$ cat src/b64d_pkg.sv
// Shared types, constants and the symbol decode function for the base64url decoder.
// No dependencies; used by base64url_strict_decoder_core.
package b64d_pkg;

    // final status codes
    typedef enum logic [2:0] {
        ST_OK           = 3'd0,
        ST_EXCESS_PAD   = 3'd1,
        ST_DATA_AFTER   = 3'd2,
        ST_BAD_CHAR     = 3'd3,
        ST_BAD_LENGTH   = 3'd4,
        ST_BAD_PADDING  = 3'd5,
        ST_TRAILING     = 3'd6
    } status_t;

    // item command codes
    typedef enum logic {
        CMD_CHAR = 1'b0,
        CMD_END  = 1'b1
    } cmd_t;

    // result kinds
    typedef enum logic {
        KIND_DATA   = 1'b0,
        KIND_STATUS = 1'b1
    } kind_t;

    localparam logic [7:0] PAD_CHAR = 8'h3D;  // '='
    localparam logic [5:0] SYM_DASH = 6'd62;
    localparam logic [5:0] SYM_USCORE = 6'd63;
    localparam logic [5:0] SYM_LOWER_BASE = 6'd26;
    localparam logic [5:0] SYM_DIGIT_BASE = 6'd52;

    typedef struct packed {
        logic       valid;
        logic [5:0] value;
    } sym_t;

    // base64url alphabet lookup
    function automatic sym_t sym_decode(input logic [7:0] c);
        sym_t s;
        s.valid = 1'b1;
        s.value = '0;
        if (c inside {[8'h41:8'h5A]}) begin
            s.value = 6'(c - 8'h41);
        end
        else if (c inside {[8'h61:8'h7A]}) begin
            s.value = 6'(c - 8'h61) + SYM_LOWER_BASE;
        end
        else if (c inside {[8'h30:8'h39]}) begin
            s.value = 6'(c - 8'h30) + SYM_DIGIT_BASE;
        end
        else if (c == 8'h2D) begin
            s.value = SYM_DASH;
        end
        else if (c == 8'h5F) begin
            s.value = SYM_USCORE;
        end
        else begin
            s.valid = 1'b0;
        end
        return s;
    endfunction

endpackage

$ cat src/base64url_strict_decoder_core.sv
// Top level of the strict base64url decoder: decode state and one result register.
// Depends on b64d_pkg (status codes, command codes, symbol decode).

// Takes one beat per clock: a character (cmd 0) or an end-of-message marker (cmd 1).
// Each character is handled in the cycle it is accepted; a character that completes a byte
// yields a data beat, and the marker yields one status beat (last = 1) and clears the
// decoder for the next message. A result reaches the output in the cycle after its input beat.
// Throughput is one beat per cycle; the only stall comes from the single output register,
// so item_ready drops exactly when a result is held and result_ready is low. The first
// character error is latched with its character index (saturating at the all-ones POSITION_BITS value, reported
// saturated to 16 bits); later characters are ignored. A nonzero status means the data
// bytes already delivered for that message must be discarded.
module base64url_strict_decoder_core #(
    parameter int POSITION_BITS = 16
) (
    input  logic        clk,
    input  logic        rst_n,
    // input channel
    input  logic        item_valid,
    output logic        item_ready,
    input  logic        cmd,
    input  logic [7:0]  char_code,
    // result channel
    output logic        result_valid,
    input  logic        result_ready,
    output logic        kind,
    output logic [7:0]  data,
    output logic [2:0]  status,
    output logic [15:0] error_position,
    output logic        last
);

    localparam logic [POSITION_BITS-1:0] POS_MAX = '1;

    // decode state
    logic [11:0]              bit_buffer_reg, bit_buffer_next;
    logic [2:0]               bit_count_reg, bit_count_next;
    logic [1:0]               sym_cnt_reg, sym_cnt_next;
    logic [1:0]               pad_count_reg, pad_count_next;
    logic                     pad_seen_reg, pad_seen_next;
    logic                     error_flag_reg, error_flag_next;
    b64d_pkg::status_t        error_code_reg, error_code_next;
    logic [POSITION_BITS-1:0] error_pos_reg, error_pos_next;
    logic [POSITION_BITS-1:0] byte_pos_reg, byte_pos_next;

    // result register
    logic                     result_valid_reg;
    logic                     kind_reg, kind_next;
    logic [7:0]               data_reg, data_next;
    logic [2:0]               status_reg, status_next;
    logic [15:0]              errpos_reg, errpos_next;
    logic                     emit;

    logic                     accept;
    b64d_pkg::sym_t           sym;
    logic [11:0]              shifted_buf;
    logic [3:0]               bit_sum;
    logic [3:0]               out_shift;
    logic [11:0]              aligned;
    logic [1:0]               pad_need;
    logic [6:0]               tail_mask;
    logic [15:0]              pos_report;

    assign item_ready = !result_valid_reg || result_ready;
    assign accept     = item_valid && item_ready;

    // saturate the latched position to the 16-bit report
    generate
        if (POSITION_BITS > 16) begin : g_pos_wide
            assign pos_report = (|error_pos_reg[POSITION_BITS-1:16]) ? 16'hFFFF
                                                                   : error_pos_reg[15:0];
        end
        else begin : g_pos_narrow
            assign pos_report = 16'(error_pos_reg);
        end
    endgenerate

    // symbol datapath helpers
    assign sym         = b64d_pkg::sym_decode(char_code);
    assign shifted_buf = {bit_buffer_reg[5:0], sym.value};
    assign bit_sum     = {1'b0, bit_count_reg} + 4'd6;
    assign out_shift   = bit_sum - 4'd8;
    assign aligned     = shifted_buf >> out_shift;
    assign pad_need    = 2'd0 - sym_cnt_reg;
    assign tail_mask   = (7'd1 << bit_count_reg) - 7'd1;

    // next state and result
    always_comb
    begin
        bit_buffer_next = bit_buffer_reg;
        bit_count_next  = bit_count_reg;
        sym_cnt_next    = sym_cnt_reg;
        pad_count_next  = pad_count_reg;
        pad_seen_next   = pad_seen_reg;
        error_flag_next = error_flag_reg;
        error_code_next = error_code_reg;
        error_pos_next  = error_pos_reg;
        byte_pos_next   = byte_pos_reg;
        emit            = 1'b0;
        kind_next       = b64d_pkg::KIND_DATA;
        data_next       = '0;
        status_next     = b64d_pkg::ST_OK;
        errpos_next     = '0;

        if (cmd == b64d_pkg::CMD_END) begin
            // end of message: final checks, then clear everything
            emit      = 1'b1;
            kind_next = b64d_pkg::KIND_STATUS;
            if (error_flag_reg) begin
                status_next = error_code_reg;
                errpos_next = pos_report;
            end
            else if (sym_cnt_reg == 2'd1) begin
                status_next = b64d_pkg::ST_BAD_LENGTH;
            end
            else if (pad_count_reg != 2'd0 &&
                     (pad_need == 2'd0 || pad_count_reg != pad_need)) begin
                status_next = b64d_pkg::ST_BAD_PADDING;
            end
            else if ((bit_buffer_reg[6:0] & tail_mask) != 7'd0) begin
                status_next = b64d_pkg::ST_TRAILING;
            end
            bit_buffer_next = '0;
            bit_count_next  = '0;
            sym_cnt_next    = '0;
            pad_count_next  = '0;
            pad_seen_next   = 1'b0;
            error_flag_next = 1'b0;
            error_code_next = b64d_pkg::ST_OK;
            error_pos_next  = '0;
            byte_pos_next   = '0;
        end
        else begin
            if (!error_flag_reg) begin
                if (char_code == b64d_pkg::PAD_CHAR) begin
                    pad_seen_next = 1'b1;
                    if (pad_count_reg >= 2'd2) begin
                        pad_count_next  = 2'd3;
                        error_flag_next = 1'b1;
                        error_code_next = b64d_pkg::ST_EXCESS_PAD;
                        error_pos_next  = byte_pos_reg;
                    end
                    else begin
                        pad_count_next = pad_count_reg + 2'd1;
                    end
                end
                else if (pad_seen_reg) begin
                    error_flag_next = 1'b1;
                    error_code_next = b64d_pkg::ST_DATA_AFTER;
                    error_pos_next  = byte_pos_reg;
                end
                else if (!sym.valid) begin
                    error_flag_next = 1'b1;
                    error_code_next = b64d_pkg::ST_BAD_CHAR;
                    error_pos_next  = byte_pos_reg;
                end
                else begin
                    bit_buffer_next = shifted_buf;
                    sym_cnt_next    = sym_cnt_reg + 2'd1;
                    if (bit_sum >= 4'd8) begin
                        bit_count_next = out_shift[2:0];
                        emit           = 1'b1;
                        data_next      = aligned[7:0];
                    end
                    else begin
                        bit_count_next = bit_sum[2:0];
                    end
                end
            end
            // character index keeps counting, even after an error
            if (byte_pos_reg != POS_MAX) begin
                byte_pos_next = byte_pos_reg + 1'b1;
            end
        end
    end

    // decode state registers
    always_ff @(posedge clk or negedge rst_n)
    begin
        if (!rst_n) begin
            bit_buffer_reg <= '0;
            bit_count_reg  <= '0;
            sym_cnt_reg    <= '0;
            pad_count_reg  <= '0;
            pad_seen_reg   <= 1'b0;
            error_flag_reg <= 1'b0;
            error_code_reg <= b64d_pkg::ST_OK;
            error_pos_reg  <= '0;
            byte_pos_reg   <= '0;
        end
        else if (accept) begin
            bit_buffer_reg <= bit_buffer_next;
            bit_count_reg  <= bit_count_next;
            sym_cnt_reg    <= sym_cnt_next;
            pad_count_reg  <= pad_count_next;
            pad_seen_reg   <= pad_seen_next;
            error_flag_reg <= error_flag_next;
            error_code_reg <= error_code_next;
            error_pos_reg  <= error_pos_next;
            byte_pos_reg   <= byte_pos_next;
        end
    end

    // result beat valid
    always_ff @(posedge clk or negedge rst_n)
    begin
        if (!rst_n) begin
            result_valid_reg <= 1'b0;
        end
        else if (accept && emit) begin
            result_valid_reg <= 1'b1;
        end
        else if (result_ready) begin
            result_valid_reg <= 1'b0;
        end
    end

    // result beat payload
    always_ff @(posedge clk)
    begin
        if (accept && emit) begin
            kind_reg   <= kind_next;
            data_reg   <= data_next;
            status_reg <= status_next;
            errpos_reg <= errpos_next;
        end
    end

    assign result_valid   = result_valid_reg;
    assign kind           = kind_reg;
    assign data           = data_reg;
    assign status         = status_reg;
    assign error_position = errpos_reg;
    assign last           = kind_reg;

    // a data beat carries no status and no position
    a_data_clean: assert property (@(posedge clk) disable iff (!rst_n)
        result_valid && kind == b64d_pkg::KIND_DATA |->
            status == b64d_pkg::ST_OK && error_position == 16'd0)
        else $error("data beat with status or position set");

    // end marker clears the decoder
    a_end_clears: assert property (@(posedge clk) disable iff (!rst_n)
        accept && cmd == b64d_pkg::CMD_END |=>
            bit_count_reg == 3'd0 && !error_flag_reg && !pad_seen_reg && byte_pos_reg == '0)
        else $error("decoder state not cleared after end marker");

    // a latched error holds until the end marker
    a_error_sticky: assert property (@(posedge clk) disable iff (!rst_n)
        error_flag_reg && !(accept && cmd == b64d_pkg::CMD_END) |=>
            error_flag_reg && $stable(error_code_reg) && $stable(error_pos_reg))
        else $error("latched error changed mid-message");

    // pending bit count is always even
    a_bits_even: assert property (@(posedge clk) disable iff (!rst_n)
        !bit_count_reg[0] && bit_count_reg != 3'd7)
        else $error("odd pending bit count");

endmodule

$ cat config.mk
export PLATFORM = sky130hd
export DESIGN_NAME = base64url_strict_decoder_core
export DESIGN_NICKNAME = d
export VERILOG_FILES = /design/src/b64d_pkg.sv /design/src/base64url_strict_decoder_core.sv
export SDC_FILE = /design/constraint.sdc
export NUM_CORES = 1
export LEC_CHECK = 0
export ABC_AREA = 0
export BUFFER_PORTS_ARGS = -buffer_cell sky130_fd_sc_hd__clkbuf_2
export CORE_MARGIN = 10
export CORE_UTILIZATION = 55
export CTS_CLUSTER_SIZE = 10
export DETAILED_ROUTE_END_ITERATION = 8
export GPL_TIMING_DRIVEN = 0
export HOLD_SLACK_MARGIN = 0.02
export PLACE_DENSITY = 0.8
export SLEW_MARGIN = 40
export SYNTH_ARGS = -nofsm -noshare
export SYNTH_HDL_FRONTEND = slang
export SYNTH_SLANG_ARGS = --single-unit
$ cat constraint.sdc
create_clock -name clk -period 7.7 [get_ports clk]
set_input_delay 1.54 -clock clk [delete_from_list [all_inputs] [get_ports clk]]
set_output_delay 1.54 -clock clk [all_outputs]
set_load 0.03 [all_outputs]
-- Yosys cells after proc, flatten, opt, wreduce, memory -nomap -nowiden
Index checks and enable logic that the tools add are counted.
- add/sub/neg operators: 12
- $mul: 0
- div/mod/pow operators: 0
- order comparisons: 8
- equal/unequal tests: 11
- shifts and indexed selects: 2
- muxes and demuxes: 66
- bitwise operators: 3
- reduce and logical (&&, ||, !) cells: 22
- operator list (operator ; number):
    $mux 16 ; 8
    $mux 3 ; 16
    $mux 7 ; 5
    $mux 6 ; 5
    $mux 1 ; 23
    $mux 2 ; 9
    $add 16x1->16 const B ; 1
    $eq 8x6->1 const B ; 2
    $ge 8x7->1 const B ; 2
    $le 8x7->1 const B ; 2
    $ne 16x16->1 const B ; 1
    $shr 12x4->8 ; 1
    $sub 6x6->6 const B ; 2
    $reduce_bool 2->1 ; 5
    $eq 8x7->1 const B ; 1
    $ge 8x6->1 const B ; 1
    $le 8x6->1 const B ; 1
    $and 7x7->7 ; 1
    $reduce_bool 7->1 ; 1
    $shl 1x3->7 const A ; 1
    $sub 7x1->7 const B ; 1
    $add 6x5->6 const B ; 1
    $add 6x6->6 const B ; 1
    $logic_and 1x1->1 ; 6
    21 further kinds ; 27
- bits in registers: 80
- latch bits: 0
- RAM bits: 0
- ROM bits: 0
- output and inout bits: 31
- word-level logic and storage cells: 138
- memories: 0

-- Logic depth before layout (Yosys ltp)
- word-level depth: 13
- gate-level depth with buffers: 11

-- Worst setup path before layout
OpenSTA, ideal clock, no wires.
- path type: in2reg
- start: input char_code[2]
- end: register data_reg[0], in the netlist data[0], enable pin
- library setup time: 0.456 ns
- arrival time: 5.083 ns
- setup slack: 2.161 ns
- cell stages on the path: 9
- path through: buf_2 -> inv_1 -> ha_1 -> a21o_1 -> o211ai_1 -> o211ai_4 -> a21oi_2 -> nand2_1 -> o31ai_1
- longest elaborated chain between the ends: 12
- elaborated cells on any way between the ends: 23
- classes of those cells: order compare: 6; eq/ne: 3; mux: 10; reduce/logical: 4
- ends and longest elaborated chain (item ; line ; RTL):
    start: declaration ; base64url_strict_decoder_core.sv:22 ; input logic [7:0] char_code,
    branches (longest 8 deep; another with $ge 8x6->1) ; - ;
    $mux 1 (*) ; base64url_strict_decoder_core.sv:135 ; if (char_code == b64d_pkg::PAD_CHAR) begin
    $mux 1 (*) ; base64url_strict_decoder_core.sv:134 ; if (!error_flag_reg) begin
    $mux 1 (*) ; base64url_strict_decoder_core.sv:105 ; if (cmd == b64d_pkg::CMD_END) begin
    $logic_and 1x1->1 (*) ; base64url_strict_decoder_core.sv:221 ; if (accept && emit) begin
    end signal: assignment ; base64url_strict_decoder_core.sv:223 ; data_reg <= data_next;
    end: declaration ; base64url_strict_decoder_core.sv:49 ; logic [7:0] data_reg, data_next;
Mark *: on every way between the ends.
A chain may end at the register's enable or synchronous reset.

-- Final worst setup path
- start: input char_code[1]
- end: register errpos_reg[6], in the netlist error_position[6], enable pin
- longest elaborated chain between the ends: 12
- elaborated cells on any way between the ends: 23
- classes of those cells: order compare: 6; eq/ne: 3; mux: 10; reduce/logical: 4
- ends and longest elaborated chain (item ; line ; RTL):
    branches (longest 8 deep; another with $ge 8x6->1) ; - ;
    $mux 1 (*) ; base64url_strict_decoder_core.sv:135 ;
    $mux 1 (*) ; base64url_strict_decoder_core.sv:134 ;
    $mux 1 (*) ; base64url_strict_decoder_core.sv:105 ;
    $logic_and 1x1->1 (*) ; base64url_strict_decoder_core.sv:221 ;
    end signal: assignment ; base64url_strict_decoder_core.sv:225 ; errpos_reg <= errpos_next;
    end: declaration ; base64url_strict_decoder_core.sv:51 ; logic [15:0] errpos_reg, errpos_next;
Marks and branches as above.

==> impl_metrics.ini <==
[outcome]
status = finished, final reports clean

[placement]
hpwl_mm = 7.74
routabilityCongestion = 0.958
port_buffers = 43
post-place-ws_ns = 3.19

[floorplan]
die_w_um = 112
pin_count = 44
core_area_um2 = 8220
die_h_um = 112
dieArea_um2 = 12500
initial_core_util_pct = 56.5
rows = 33

[global_route]
gr-usage-all-layers_pct = 16.7
grt_pass1_vias = 3633
grt_remaining_overflow = 0
grt_max_degree = 51
grt_antenna_before_repair = 0
grt_pass1_wl_mm = 17.7

[clock_tree]
cts_htree_levels = 3
clock_sinks = 78
cts_tree = yes
cts_max_path_buffers = 2
cts_hold_buf = 0
cts_made_buffers = 9
cts-resized-gates = 0
clk_pin_slew_ns = 0.09
root_buffer = clkbuf_8
clk_latency_ns = 0.36
cts_setup_buffers = 0

[worst_setup_path]
critPathArrivalTime_ns = 4.23
r2r_end = data[1]
rr_worst_depth = 7
regToRegStartpoint = bit_count_reg[1]
end_kind = register
cp_max_fo = 14
path_class = in -> reg
worst-r2r-setup-slack_ns = 4.87
worst_path_largest_cell_delay_ns = 0.43
worstPathCellList = clkbuf_2 > inv_1 > ha_1 > nor2b_1 > o21ai_0 > o211ai_4 > a21oi_2 > nand2_1 > o31ai_4 > buf_4
cp.required_ns = 7.76
critPathLaunchType = primary input
slowest_stage = o31ai_4

[yosys]
synth-main-ff-cell = dfrtp_1
ys_top_cells_by_area = dfrtp_1 (27%), edfxtp_1 (18%), ha_1 (4.6%)
yosysMostFrequentCell = dfrtp_1
post_synth_most_frequent_cells = dfrtp_1 (50), nand2_1 (39), nor2_1 (37), edfxtp_1 (28), mux2i_1 (21)
synth_top_area_cell = dfrtp_1
yosysUniqueCellTypes = 74
synth.top_cell.area_share_pct = 26.9
synth_cells = 459
synth_edf_count = 28
ys_async_sr_fraction_pct = 64.1
ys_ff_latch = 78
ys_seq_area_share_pct = 45.0
yosys_warnings = 0
synth_area_um2 = 4650
synth_nets = 489
avgSynthCellArea_um2 = 10.1

[timing]
finalClockSkew_ns = 0.00834
setup_viol = 0
setup_ws_ns = 3.54
hold_viol_final = 0
worst_slew_pin_slew_ns = 0.675
finalMaxSlewViolations = 0
max_freq_mhz = 240
maxSlewHeadroom_pct = 55.0
min_period_ns = 4.16
hold_ws_ns = 0.508
setup_tns_ns = 0
period_share_pct = 54.1
rsz0062_at_grt = no

[pwr]
p_leak_nw = 2.27
total_power_mw = 0.966
power_density_nw_per_um2 = 185
irDropWorstVdd_mv = 0.0959

[hold_path]
hp-start = bit_buffer_reg[6]
hp-class = reg -> reg
holdPathEnd = bit_buffer_reg[6]
min_delay_path_depth = 1

[route]
ant_nets = 0
post_drt_wl_per_cell_um = 17.0
wirelength_mm = 10.6
via_per_inst = 6.00
drc = 0
drt_pre_antenna_iters = 5
drt_iter0_markers = 322
vias = 3749

[final_layout]
multi_input_area_um2 = 2330
n_fill_cell = 663
areaGrowthSynthToFinish_pct = 12.6
diodes = 0
drive_above_1_share_pct = 19.8
seq_area_um2 = 2090
nNetsFinal = 545

[run]
maxCapViolations = 0
## layout by cell type, fill, tap and decap left out, types with 12 or more instances in the layout
cell type	count
a21oi_1	12
and3_1	18
clkbuf_2	42
dfrtp_1	50
edfxtp_1	28
ha_1	17
inv_1	18
mux2i_1	21
nand2_1	39
nand2b_1	20
nor2_1	37
nor3_1	15
o21ai_0	14
xnor2_1	13
## worst max-delay path: cells and delay by family
family                     cells  cell delay [ns]
adders and majority gates      1             0.28
AOI/OAI and AO/OA              4             1.44
buffers and inverters          3             0.60
and+or+nand+nor                2             0.35
## per-layer routing
layer	vias to the layer above	GRT usage [%]	routed length [um]
li1	1799	-	-
met1	1775	21.7	4810
met2	155	26.1	4890
met3	20	4.13	704
met4	0	6.43	204
met5	-	0	0
## stage by stage
stage | utilization [%] | cells | cell area, um^2
after global routing | 63.7 | 625 | 5230
after floorplan | - | 459 | 4650
after detailed placement | 61.2 | 609 | 5030
final | 63.7 | 625 | 5230
after CTS | 63.7 | 625 | 5230
after global placement | 60.8 | 607 | 4990
## how the worst max path moves through the flow
stage,start,end,slack [ns],cells past startpoint
6_report,char_code[1],error_position[6],3.54,10
4_1_cts,char_code[1],error_position[6],3.56,10
2_1_floorplan,char_code[2],data[0],2.16,9
3_3_place_gp,char_code[1],error_position[11],1.11,9
3_5_place_dp,char_code[1],error_position[14],3.19,10
5_1_grt,char_code[1],error_position[6],3.37,10
## kinds of logic after synthesis
family / share of synthesized area (%)
buffers and inverters: 5.01
XOR/XNOR: 2.64
adder cells (fa/ha/maj): 4.58
AO/OA/AOI/OAI: 14.5
flip-flops: 45.0
AND/OR/NAND/NOR: 22.7
multiplexers: 5.49
## area by class of cell
class	count	share of cell area, %
multi-input cells	337	44.6
flip-flops and latches	78	40.0
repair buffers	45	4.52
plain buffers	25	3.09
well taps	105	2.51
clock buffers	9	2.37
clock inverters	7	1.53
inverters	19	1.36
## power breakdown
part	internal (mW)	switching [mW]
Sequential	0.448	0.0142
Clock	0.154	0.165
Combinational	0.0628	0.122
Total	0.665	0.301
(Power assumes the default switching activity.)
